$ cat src/rtl/dsfb_ram.sv
// ----------------------------------------------------------------------------
// dsfb_ram
// Generic single-port-write, single-port-read RAM with registered read data.
// ----------------------------------------------------------------------------
module dsfb_ram #(
    parameter int WIDTH  = 8,
    parameter int DEPTH  = 16,
    parameter int ADDR_W = 4
) (
    input  logic              i_clk,
    input  logic              i_we,
    input  logic [ADDR_W-1:0] i_waddr,
    input  logic [WIDTH-1:0]  i_wdata,
    input  logic [ADDR_W-1:0] i_raddr,
    output logic [WIDTH-1:0]  o_rdata
);

    logic [WIDTH-1:0] r_mem [0:DEPTH-1];
    logic [WIDTH-1:0] r_rdata;

    always_ff @(posedge i_clk) begin
        if (i_we) begin
            r_mem[i_waddr] <= i_wdata;
        end
        r_rdata <= r_mem[i_raddr];
    end

    assign o_rdata = r_rdata;

endmodule

$ cat config.mk
export PLATFORM = sky130hd
export DESIGN_NAME = dsfb_ram
export DESIGN_NICKNAME = d
export VERILOG_FILES = /design/src/rtl/dsfb_ram.sv
export SDC_FILE = /design/constraint.sdc
export NUM_CORES = 1
export LEC_CHECK = 0
export ABC_AREA = 1
export BUFFER_PORTS_ARGS = -buffer_cell sky130_fd_sc_hd__buf_2
export CORE_UTILIZATION = 45
export DETAILED_ROUTE_END_ITERATION = 8
export HOLD_SLACK_MARGIN = 0.06
export PLACE_DENSITY = 0.71
export SYNTH_ARGS = -nofsm -noshare
export SYNTH_HDL_FRONTEND = slang
export SYNTH_SLANG_ARGS = --single-unit
$ cat constraint.sdc
create_clock -name i_clk -period 1.5 [get_ports i_clk]
set_input_delay 0.15 -clock i_clk [delete_from_list [all_inputs] [get_ports i_clk]]
set_output_delay 0.15 -clock i_clk [all_outputs]
set_load 0.03 [all_outputs]
Yosys cells after proc, flatten, opt, wreduce, memory -nomap -nowiden:

Memory sizes are Yosys's and may differ from the RTL's. A register that Yosys moved wholly into a read port is not among the register bits.
Index checks and enable logic that the tools add are counted.

* memories: 1
* output and inout port bits: 8
* RAM bits: 128
* register bits after elaboration: 0

Memory list
* r_mem: depth 16, bits a word 8, read ports 1, clocked after memory_dff 1, wr ports 1, line 18 `logic [WIDTH-1:0] r_mem [0:DEPTH-1];`

* multiplexer cells: 2

Operators with widths (count)
* $mux W1: 2

Longest topological paths before layout:

* depth in word-level cells: 2
* mapped depth: 8

Worst setup path after synthesis:

Ideal clock, no wire load.

* path type: input to register
* start point: input i_waddr[2]
* end point: memory r_mem[10][0] (enable)
* stages: 2
* required time: 1.130 ns
* data arrival time: 0.731 ns
* path slack: 0.399 ns
* cell sequence: nand3b_1 nor2_1

RTL lines
* start: declaration: line 12 `input logic [ADDR_W-1:0] i_waddr,`
* end: declaration: line 18

No word-level cell before the write port.

Worst setup path in the final report:

* start point: register r_rdata[5], in the netlist o_rdata[5], read port of r_mem
* end point: output o_rdata[5]

RTL lines
* start: declaration: line 19 `logic [WIDTH-1:0] r_rdata;`
* end: declaration: line 15 `output logic [WIDTH-1:0] o_rdata`

No word-level cell between the ends.

==> impl_metrics.ini <==
[power_and_ir_drop]
combPwrFrac = 0.063
p_seq_frac = 0.479
clock_power_share = 0.458
sw_frac_of_total = 0.217
vdd_drop_max_v = 0.00103
p_int_uw = 6990
leakagePower_uw = 0.00294
power_density_mw_per_mm2 = 1320
switching_power_uw = 1940

[timing]
clock.fmax_ghz = 0.897
skew_ns = 0.00742
period_needed_ns = 1.12
drv_slew = 0
fin_crit_sh = 0.744
maxSlewHeadroom = 0.673
final.setup.tns_ns = 0
worst_slew_pin_slew_ns = 0.491
rsz0062_at_grt = false
report.final.setup_viol = 0
finalHoldViolations = 0

[logic_synthesis]
synth-seq-cells = 136
avgSynthCellArea_um2 = 10.5
ys_types = 12
synth_top_area_share = 0.667
synthXorXnorAreaFrac = 0
yosys-top-cells-area = edfxtp_1 67%, nand2_1 11%, nand3_1 8.4%, inv_1 6.5%, dfxtp_1 2.8%
synth_compound_area_frac = 0
synthAdderAreaFrac = 0
ys_seq_area_frac = 0.694
synthMuxAreaShare = 0
syn_nets = 569
synth_top_area_cell = edfxtp_1
yosys.area_share.simple = 0.210
syn_area_mm2 = 0.00577
synthCells = 551
synth_top_family_by_area = simple AND/OR/NAND/NOR gates
yosysWarningCount = 0

[hold_path]
hold_start = i_raddr[3]
hold_class = in2reg
hold_end = o_rdata[7]$_DFF_P_
holdPathStages = 3

[layout]
fin_cells = 777
antennaDiodeCount = 0
fin_nets = 615
syn2layout_area_growth_pct = 16.9
drive_gt1_frac = 0.136

[drt]
first_iter_violations = 366
firstDrtPassIters = 5
postRouteAntennaNets = 0
wl_met3_um = 850
wl_mm = 12.5
remaining_drc_errors = 0
routedWlPerCell_um = 16.0
avgViaCountPerCell = 4.98
via_count = 3869
wl_met1_mm = 5.28
dr_wl_met2_mm = 6.06
top_layer = met4

[worst_setup_path]
critPathCaptureType = output pin
reg2reg_depth = 6
worstPathRequired_ns = 1.35
r2r_slack_ns = 0.50
reg2reg_from = r_mem[0][4]$_DFFE_PP_
cpMaxStageDelayCell = dfxtp_1
startpoint_type = flip-flop
path_cells = buf_2
arrival_ns = 0.97
critical_path_class = reg2out
path_delay_family = flip-flops
worstReg2RegEnd = o_rdata[4]$_DFF_P_
path_buf_inv = 1
path_max_fanout = 1
crit_path_max_incr_delay_ns = 0.35

[placed_design]
io_buffers = 25
hpwl_mm = 7.69
dp.cells = 746
gp_congestion = 0.870

[grt]
grt_pass1_vias = 3900
overflow = 0
antenna_found_initial = 0
grt_pass1_wl_mm = 20.1
gr-usage-all-layers = 0.211
grt_max_degree = 65

[clocking]
hold_buffers = 0
cts_sinks = 136
cts-root-buf = clkbuf_16
clk_pin_slew_ns = 0.06
cts_resized = 0
clock_latency_ns = 0.42
cts_setup_buffers = 0
clk_path_buf_depth = 2
cts.htree.levels = 4
cts_tree = yes
cts_made_buffers = 17

[job]
cap_violations = 0

[die]
die-area_mm2 = 0.0133
die_w_um = 115
ioPinCount = 26
floorplan.rows = 40
die_h_um = 115
start_util = 0.470
core_area_mm2 = 0.0123

[outcome]
status = finished, final reports clean
kinds of logic (layout without fill, tap and decap cells):
family | Yosys count | after routing
simple gates | 289 | 289
flops | 136 | 136
buf+inv | 126 | 184
synthesized netlist by cell type:
cell type and instances:
buf_1 1, buf_4 4, nor2_1 17, inv_2 2
dfxtp_1 8, nand3b_1 2, buf_2 13, edfxtp_1 128
nand2_1 173, buf_6 6, inv_1 100, nand3_1 97
final cells by class:
type	instances	area [µm²]
flip-flops and latches	136	4000
repair buffers	51	345
fillers	1006	5520
well taps	168	210
clock inverters	14	159
inverters	102	383
clock buffers	17	425
multi-input cells	289	1210
registers in the layout (all words and copies together), names as in the netlist:
signal / flops
r_mem: 128
o_rdata: 8
layer usage:
metal | global-route usage | up-vias
met5 | 0 | -
met4 | 0.0840 | 0
met3 | 0.0559 | 26
met2 | 0.341 | 165
met1 | 0.273 | 1818
li1 | - | 1860
through the flow:
step | total power, µW | instance area (µm²) | worst slack [ns] | hold slack, ns | util
global route | 9180 | 6740 | 0.356 | 0.101 | 0.550
detailed placement | 4910 | 6160 | 0.226 | 0.531 | 0.502
finish | 8930 | 6740 | 0.385 | 0.105 | 0.550
CTS | 8960 | 6740 | 0.369 | 0.0995 | 0.550
floorplan | 4700 | 5770 | 0.399 | 0.249 | -
global placement | 4890 | 6160 | 0.213 | 0.528 | 0.502
cell usage in the layout, fill, tap and decap left out, drive strengths merged:
cell	synthesis	layout
edfxtp	128	128
buf	24	51
inv	102	102
clkinvlp	0	3
dfxtp	8	8
nand3	97	97
bufinv	0	3
nand3b	2	2
nor2	17	17
nand2	173	173
clkbuf	0	17
clkinv	0	8
power by group through the flow:
stage | combinational (µW) | sequential [µW] | clock, µW
after floorplan | 300 | 4400 | 0
after detailed placement | 555 | 4350 | 0
after global placement | 543 | 4350 | 0
after global routing | 619 | 4280 | 4280
after CTS | 563 | 4270 | 4120
final | 561 | 4270 | 4090
worst max-delay path by stage:
| stage | from | to | slack (ns) | cells past startpoint |
|---|---|---|---|---|
| 6_report | o_rdata[5]$_DFF_P_ | o_rdata[5] | 0.38 | 1 |
| 5_1_grt | o_rdata[5]$_DFF_P_ | o_rdata[5] | 0.36 | 1 |
| 4_1_cts | o_rdata[5]$_DFF_P_ | o_rdata[5] | 0.37 | 1 |
| 3_5_place_dp | i_raddr[2] | o_rdata[7]$_DFF_P_ | 0.23 | 6 |
| 3_3_place_gp | i_raddr[2] | o_rdata[7]$_DFF_P_ | 0.21 | 6 |
| 2_1_floorplan | i_waddr[2] | r_mem[10][0]$_DFFE_PP_ | 0.40 | 2 |
(Power assumes the default switching activity.)
