[src/rtl/dsfb_div.sv]
// ----------------------------------------------------------------------------
// dsfb_div
// Restoring divider, one quotient bit per cycle, done pulse after the last.
// ----------------------------------------------------------------------------
module dsfb_div #(
    parameter int NUM_W = 50,
    parameter int DEN_W = 9
) (
    input  logic             i_clk,
    input  logic             i_rst_n,
    input  logic             i_start,
    input  logic [NUM_W-1:0] i_num,
    input  logic [DEN_W-1:0] i_den,
    output logic             o_busy,
    output logic             o_done,
    output logic [NUM_W-1:0] o_quot
);

    localparam int CNT_W = $clog2(NUM_W + 1);

    logic             r_busy;
    logic             r_done;
    logic [CNT_W-1:0] r_cnt;
    logic [NUM_W-1:0] r_quot;
    logic [DEN_W-1:0] r_rem;
    logic [DEN_W-1:0] r_den;
    logic [DEN_W:0]   w_trial;
    logic [DEN_W:0]   w_diff;
    logic             w_bit;

    always_comb begin
        w_trial = {r_rem, r_quot[NUM_W-1]};
        w_diff  = w_trial - {1'b0, r_den};
        w_bit   = (w_trial >= {1'b0, r_den});
    end

    always_ff @(posedge i_clk) begin
        if (!i_rst_n) begin
            r_busy <= 1'b0;
            r_done <= 1'b0;
            r_cnt  <= '0;
        end else begin
            r_done <= r_busy && (r_cnt == CNT_W'(1));
            if (i_start && !r_busy) begin
                r_busy <= 1'b1;
                r_cnt  <= CNT_W'(NUM_W);
            end else if (r_busy) begin
                r_cnt <= r_cnt - CNT_W'(1);
                if (r_cnt == CNT_W'(1)) begin
                    r_busy <= 1'b0;
                end
            end
        end
    end

    always_ff @(posedge i_clk) begin
        if (i_start && !r_busy) begin
            r_quot <= i_num;
            r_rem  <= '0;
            r_den  <= i_den;
        end else if (r_busy) begin
            r_quot <= {r_quot[NUM_W-2:0], w_bit};
            r_rem  <= w_bit ? w_diff[DEN_W-1:0] : w_trial[DEN_W-1:0];
        end
    end

    assign o_busy = r_busy;
    assign o_done = r_done;
    assign o_quot = r_quot;

endmodule

[config.mk]
export PLATFORM = sky130hd
export DESIGN_NAME = dsfb_div
export DESIGN_NICKNAME = d
export VERILOG_FILES = /design/src/rtl/dsfb_div.sv
export SDC_FILE = /design/constraint.sdc
export NUM_CORES = 1
export LEC_CHECK = 0
export ABC_AREA = 1
export BUFFER_PORTS_ARGS = -buffer_cell sky130_fd_sc_hd__buf_2
export CORE_UTILIZATION = 51
export CTS_CLUSTER_DIAMETER = 120
export DETAILED_ROUTE_END_ITERATION = 16
export PLACE_DENSITY = 0.79
export SYNTH_ARGS = -nofsm -noshare
export SYNTH_HDL_FRONTEND = slang
export SYNTH_SLANG_ARGS = --single-unit
[constraint.sdc]
create_clock -name i_clk -period 2.5 [get_ports i_clk]
set_input_delay 0.5 -clock i_clk [delete_from_list [all_inputs] [get_ports i_clk]]
set_output_delay 0.5 -clock i_clk [all_outputs]
set_load 0.01 [all_outputs]
; After elaboration in Yosys (flattened, before gate mapping)
; Index checks and enable logic that the tools add are counted.
[word_totals]
reg_bits = 76
output_inout_bits = 52
elab_cells = 25
[op_classes]
add_sub_neg = 2
magnitude_cmp = 1
eq_ne = 1
n_mux = 8
bitwise = 1
n_reduce_logical = 5
[ops]
columns = op, count
row1 = 50-bit two-way mux, 2
row2 = 6-bit two-way mux, 2
row3 = 10-bit by 9-bit >= comparator with 1-bit output, 1
row4 = 9-bit two-way mux, 1
row5 = 9-bit subtractor, 1
row6 = "6-bit by 1-bit equality test with 1-bit output, second input constant", 1
row7 = "6-bit by 1-bit subtractor with 6-bit output, second input constant", 1
row8 = 1-bit two-way mux, 3
row9 = 1-bit logical AND, 2
row10 = 2-bit nonzero test, 1
row11 = 2-bit OR reduction, 1
row12 = 1-bit logical NOT, 1
row13 = 1-bit NOT, 1

; Depth between registers and ports, before layout
; Gate-level depths: netlist of the first run.
[logic_depth]
ltp_word = 4
mapped_depth = 14
ltp_nobuf = 14

; Worst setup path before layout of the first run
; Ideal clock, no wire load.
[synth_timing]
path_type = reg2reg
start = register r_busy (netlist: o_busy)
end = register r_quot[0] (netlist: o_quot[0]) (enable)
arrival_ps = 1565
setup_slack_ps = 529
path_stages_with_launch = 3
cell_sequence = dfxtp_1 > nor2_1 > inv_1
[synth_between]
elab_chain_len = 3
[synth_lines]
columns = element, line
row1 = from (decl), 21  ; logic r_busy;
row2 = from (signal assigned), 39  ; r_busy <= 1'b0;
row3 = from (signal assigned), 45  ; r_busy <= 1'b1;
row4 = from (signal assigned), 50  ; r_busy <= 1'b0;
row5 = 1-bit logical NOT, 57  ; if (i_start && !r_busy) begin
row6 = 1-bit logical AND, 57
row7 = 2-bit nonzero test (no source line) *, --
row8 = to (signal assigned), 58  ; r_quot <= i_num;
row9 = to (signal assigned), 62  ; r_quot <= {r_quot[NUM_W-2:0], w_bit};
row10 = to (decl), 24  ; logic [NUM_W-1:0] r_quot;
; Every way passes the cells marked *; elsewhere a longest branch is shown, timed or not.
; A chain may end at the register's enable or synchronous reset.

; Final worst setup path of the first run
[layout_timing]
start = register r_quot[49] (netlist: o_quot[49])
end = register r_rem[5]
[layout_between]
elab_chain_len = 2
word_cells_on_any_way = 3
classes_between = add/sub: 1 / order compare: 1 / mux: 1
[layout_lines]
columns = element, line
row1 = 9-bit subtractor / 10-bit by 9-bit >= comparator with 1-bit output (equally long branches), "33, 34"
row2 = 9-bit two-way mux *, 63  ; r_rem <= w_bit ? w_diff[DEN_W-1:0] : w_trial[DEN_W-1:0];
row3 = to (signal assigned), 63
row4 = to (decl), 25  ; logic [DEN_W-1:0] r_rem;
; Marked as above.

==> flow_summary.json, run 1 <==
{
  "timing.fmax_mhz": 463,
  "grt_pass1_wl_um": 13400,
  "pwr-share-comb_pct": 29.2,
  "die_w_um": 87.3,
  "end_kind": "register",
  "synthCells": 424,
  "layout.nets": 614,
  "hold-path-endpoint": "r_den[8]",
  "crit_fanout": 11,
  "antenna_found_initial": 0,
  "worst_path_max_delay_cell": "fa_1",
  "path_class": "register to register",
  "yosys-top-cells-area": "edfxtp_1 48%, nand2_1 22%, dfxtp_1 9.2%",
  "grt_pass1_vias": 2978,
  "start_util_pct": 53.7,
  "worst_pin_slew_ns": 0.581,
  "pwr-share-clk_pct": 24.7,
  "synth-seq-area-share_pct": 57.0,
  "ioPinCount": 114,
  "fin_cells": 641,
  "drtIter0Drc": 143,
  "p_leak_nw": 2.34,
  "power_density_mw_per_mm2": 820,
  "dieArea_mm2": 0.00762,
  "cp-start-kind": "register",
  "yosysTopAreaCell": "edfxtp_1",
  "synth_ff_type": "edfxtp_1",
  "ant_nets": 0,
  "via_per_inst": 4.86,
  "cts_tree": "done",
  "p_sw_mw": 1.25,
  "diodes": 0,
  "required_ns": 2.74,
  "cpPeakStageDelay_ns": 0.42,
  "r2r_slack_ns": 0.34,
  "first_pass_iters": 5,
  "die_h_um": 87.3,
  "port_buffers": 113,
  "insertion_delay_ns": 0.34,
  "coreArea_mm2": 0.00691,
  "grt_setup_unrepaired": "no",
  "ir_worst_vdd_v": 0.000491,
  "final-max-slew-violation-count": 0,
  "min_period_over_period_pct": 86.5,
  "cp.arrival_ns": 2.40,
  "dp.cells": 625,
  "p_int_mw": 2.48,
  "post-place-ws_ns": 0.366,
  "synth_warnings": 0,
  "setup_viol": 0,
  "syn_area_per_cell_um2": 8.75,
  "grt_use_total_pct": 23.2,
  "std_cell_rows": 30,
  "fin_util_pct": 65.8,
  "ys_ff_latch": 76,
  "grt_overflow": 0,
  "min_path_type": "input pin to register",
  "vias": 3118,
  "placed_area_mm2": 0.00435,
  "synth_enable_flop_cells": 59,
  "period_minus_slack_ns": 2.16,
  "area_growth_pct": 22.5,
  "syn_area_mm2": 0.00371,
  "hp-start": "i_den[8]",
  "crit_buf_inv": 2,
  "cts.htree.levels": 3,
  "status": "finished clean",
  "final_layout_size_suffix_gt1_share_pct": 27.3,
  "max-cap-violations": 0,
  "wirelength_um": 8150,
  "hold_violations": 0,
  "r2r-end": "r_rem[5]",
  "gp_congestion": 0.852,
  "cp_top_family": "simple AND/OR/NAND/NOR gates",
  "cts_setup_buffers": 0,
  "seq_power_share_pct": 46.2,
  "root_buffer": "clkbuf_8",
  "ys_types": 26,
  "cts_sinks": 76,
  "ctsResizeCount": 0,
  "r2r-start": "o_quot[49]",
  "synth_fp_nets": 498,
  "grt_max_degree": 54,
  "fin_ws_ns": 0.338,
  "cp_common_cell": "nand2_2",
  "cts_hold_buf": 0,
  "cp.depth": 14,
  "power_mw": 3.72,
  "async_flop_share_pct": 0,
  "r2r_cells": 14,
  "clk_pin_slew_worst_paths_ns": 0.08,
  "path_cells": "inv_1, ha_1, inv_1, fa_1, nand2_2, nand2_2, nand3_2, nand2_2, nand2_2, nand2_2, nand2_2, nand2_1, nand2_1, nand2_1",
  "synth_top_area_share_pct": 47.8,
  "fin_tns_setup_ns": 0,
  "dp_hpwl_um": 5800,
  "slew_headroom_pct": 61.2,
  "clock_path_buffers": 2,
  "fin_skew_ns": 0.00981,
  "hold_path_depth": 1,
  "drc": 0,
  "cts_buffers": 9,
  "finalInstanceArea_mm2": 0.00454,
  "wl_per_cell_um": 12.7,
  "whs_ns": 0.336,
  "switching_share_pct": 33.5
}
-- synth_stat cells, types with 2 or more instances --
library cell  number
nand3_2            2
ha_1              11
nand3_1           17
xnor2_1            2
a21oi_1            5
nand2_1          214
a31oi_1            2
buf_2             10
edfxtp_1          59
nor2_1            11
buf_6              2
nor3_1             6
dfxtp_1           17
xor2_1             2
inv_2              2
nor2_2             3
nand2_2            7
nand3b_1           8
inv_1             37
-- cell families after synthesis --
group           synth area share (%)
xor+xnor                       0.945
buf+inv                         6.38
fa+ha+maj                       4.25
compound gates                  1.59
simple gates                    29.9
flops                           57.0
-- worst reg2reg max path: cells and delay by family, from the launching register on --
family,cells,cell delay [ns]
and+or+nand+nor,10,0.93
adders and majority gates,2,0.56
DFF,1,0.39
buffers and inverters,2,0.17
-- routing by layer --
layer	track usage, %	share of wire, %	up-vias
met5	0	0	-
met1	29.2	43	1422
met3	7.68	8.4	4
met2	37.8	48	111
li1	-	-	1581
met4	7.45	0.60	0
-- worst max path at each step --
stage,start,endpoint
after floorplan,o_busy,o_quot[0]
after global placement,o_quot[49],r_rem[5]
after detailed placement,o_quot[49],r_rem[5]
after CTS,o_quot[49],r_rem[5]
after global routing,o_quot[49],r_rem[5]
final,o_quot[49],r_rem[5]
-- state kept, by name (all words and copies together) (netlist names) --
name	count
r_rem	9
r_cnt	6
o_done	1
r_den	9
o_quot	50
o_busy	1
-- power by group through the flow --
stage          combinational (mW)  clock, mW  sequential [mW]
3_5_place_dp                 1.08          0             1.74
5_1_grt                      1.24      0.978             1.74
3_3_place_gp                 1.06          0             1.74
4_1_cts                      1.09      0.937             1.72
2_1_floorplan               0.730          0             1.77
6_report                     1.09      0.919             1.72
-- cell type report --
cell class | instances | area (um2)
clock inverter | 6 | 62.6
inverter | 39 | 146
timing repair buffer | 119 | 611
clock buffer | 10 | 128
fill | 611 | 2360
sequential | 76 | 2110
tap | 96 | 120
multi-input combinational | 295 | 1360
-- cell usage in the layout, fill, tap and decap left out, drive strengths merged, types with 6 or more instances in the layout --
cell    netlist  layout
buf          12     119
clkbuf        2      10
dfxtp        17      17
edfxtp       59      59
ha           11      11
inv          39      40
nand2       221     221
nand3        19      19
nand3b        8       8
nor2         14      14
nor3          6       6
Note: power is estimated with default switching activity, not from simulation.
==> run 2, diff against run 1 <==
--- a/config.mk
+++ b/config.mk
@@ -7,10 +7,12 @@
 export LEC_CHECK = 0
 export ABC_AREA = 1
 export BUFFER_PORTS_ARGS = -buffer_cell sky130_fd_sc_hd__buf_2
-export CORE_UTILIZATION = 51
+export CORE_UTILIZATION = 53
+export CTS_BUF_LIST = sky130_fd_sc_hd__clkbuf_4
 export CTS_CLUSTER_DIAMETER = 120
 export DETAILED_ROUTE_END_ITERATION = 16
-export PLACE_DENSITY = 0.79
+export GPL_TIMING_DRIVEN = 0
+export PLACE_DENSITY = 0.82
 export SYNTH_ARGS = -nofsm -noshare
 export SYNTH_HDL_FRONTEND = slang
 export SYNTH_SLANG_ARGS = --single-unit
==> run 2 against run 1 <==
  * Register-to-register slack improved by 0.11 ns
  * Sequential cell count did not move
  * Via count rose by 3.3%
  * Wire length rose by 5.8%
  * Sequential share of layout area fell by 0.25 points
  * Combinational power rose by 4%
  * Critical path type unchanged
  * Fmax rose by 5.6%
  * First-iteration DRC count rose by 34%
  * Global-route usage rose by 1.4 points
  * Clock skew rose by 0.0069 ns
==> flow_summary.json, run 2 (synthesized netlist as in run 1, its figures left out) <==
{
  "status": "finished clean",
  "slew_headroom_pct": 69.3,
  "cts_setup_buffers": 0,
  "die_w_um": 85.7,
  "seq_power_share_pct": 46.6,
  "wl_met3_um": 598,
  "fin_tns_setup_ns": 0,
  "period_minus_slack_ns": 2.05,
  "clock_path_buffers": 2,
  "final-max-slew-violation-count": 0,
  "mostFrequentLayoutCell": "nand2_1",
  "gp_congestion": 0.856,
  "final_layout_size_suffix_gt1_share_pct": 28.4,
  "met1_length_um": 3720,
  "route.met2.wl_um": 4190,
  "clk_pin_slew_worst_paths_ns": 0.13,
  "cp.arrival_ns": 2.36,
  "dp_hpwl_um": 6310,
  "fin_cells": 649,
  "worst_pin_slew_ns": 0.461,
  "port_buffers": 113,
  "wirelength_um": 8620,
  "std_cell_rows": 30,
  "p_sw_mw": 1.24,
  "dieArea_mm2": 0.00734,
  "setup_viol": 0,
  "top_layer": "met4",
  "path_class": "register to register",
  "switching_share_pct": 33.6,
  "timing.fmax_mhz": 488,
  "cts_tree": "done",
  "ctsResizeCount": 0,
  "p_int_mw": 2.45,
  "required_ns": 2.81,
  "min_path_type": "input pin to register",
  "insertion_delay_ns": 0.41,
  "cts.htree.levels": 3,
  "grt_max_degree": 36,
  "grt_use_total_pct": 24.6,
  "coreArea_mm2": 0.00679,
  "grt_setup_unrepaired": "no",
  "ioPinCount": 114,
  "grt_overflow": 0,
  "diodes": 0,
  "layout.nets": 623,
  "dp.cells": 634,
  "wl_per_cell_um": 13.3,
  "area_growth_pct": 23.1,
  "start_util_pct": 54.6,
  "die_h_um": 85.7,
  "hold_violations": 0,
  "min_period_over_period_pct": 81.9,
  "cts_buffers": 9,
  "drc": 0,
  "power_density_mw_per_mm2": 807,
  "antenna_found_initial": 0,
  "pwr-share-comb_pct": 30.6,
  "fin_skew_ns": 0.0167,
  "whs_ns": 0.255,
  "first_pass_iters": 4,
  "crit_fanout": 10,
  "ir_worst_vdd_v": 0.000476,
  "final_cell_mix": "214 x nand2_1, 123 x buf_2, 59 x edfxtp_1",
  "cts_hold_buf": 0,
  "cp-start-kind": "register",
  "vias": 3221,
  "root_buffer": "clkbuf_4",
  "ant_nets": 0,
  "via_per_inst": 4.96,
  "fin_util_pct": 67.2,
  "largest_reg_flops": 50,
  "max-cap-violations": 0,
  "pwr-share-clk_pct": 22.8,
  "end_kind": "register",
  "drtIter0Drc": 191,
  "grt_pass1_wl_um": 14000,
  "p_leak_nw": 2.37,
  "grt_pass1_vias": 3081,
  "cts_sinks": 76
}
run 2: metrics by stage:
step	cell area (um2)	power, mW	setup slack (ns)
after global placement	4390	2.80	0.0486
final	4570	3.68	0.453
after floorplan	3710	2.50	0.529
after CTS	4570	3.69	0.460
after global routing	4570	3.91	0.299
after detailed placement	4410	2.86	0.480
run 2: cell type report:
cell class,count,area [um2]
clock inverter,5,77.6
fill,547,2230
timing repair buffer,114,586
tap,96,120
multi-input combinational,295,1360
sequential,76,2110
clock buffer,10,75.1
buffer,14,90.1
inverter,39,146
run 2: power by group through the flow:
stage	registers, mW	clock network (mW)	logic [mW]
after floorplan	1.77	0	0.730
after global placement	1.73	0	1.07
after detailed placement	1.74	0	1.12
after CTS	1.71	0.848	1.12
after global routing	1.74	0.897	1.27
final	1.72	0.840	1.13
run 2: worst paths after layout:
path,startpoint,endpoint,slack (ns),cells after the start
worst max-delay path,o_quot[49],r_rem[2],0.45,13
worst min-delay path,i_den[5],r_den[5],0.25,1
worst max register to register,o_quot[49],r_rem[2],0.45,13
worst min register to register,r_rem[7],r_rem[7],0.49,2
run 2: critical path, stage by stage, from the launching register on:
cell and delay, ns:
edfxtp_1 0.44, inv_1 0.11, ha_1 0.14, inv_1 0.07
fa_1 0.41, nand2_2 0.10, nand2_2 0.07, nand3_2 0.08
nand2_2 0.06, nand2_2 0.08, buf_6 0.14, nand3b_1 0.10
nand3_1 0.10, nand2_1 0.05
run 2: per-layer routing:
layer	global-route usage [%]	vias to the layer above
met5	0	-
met1	31.1	1487
li1	-	1599
met2	41.6	124
met4	7.12	0
met3	6.64	11
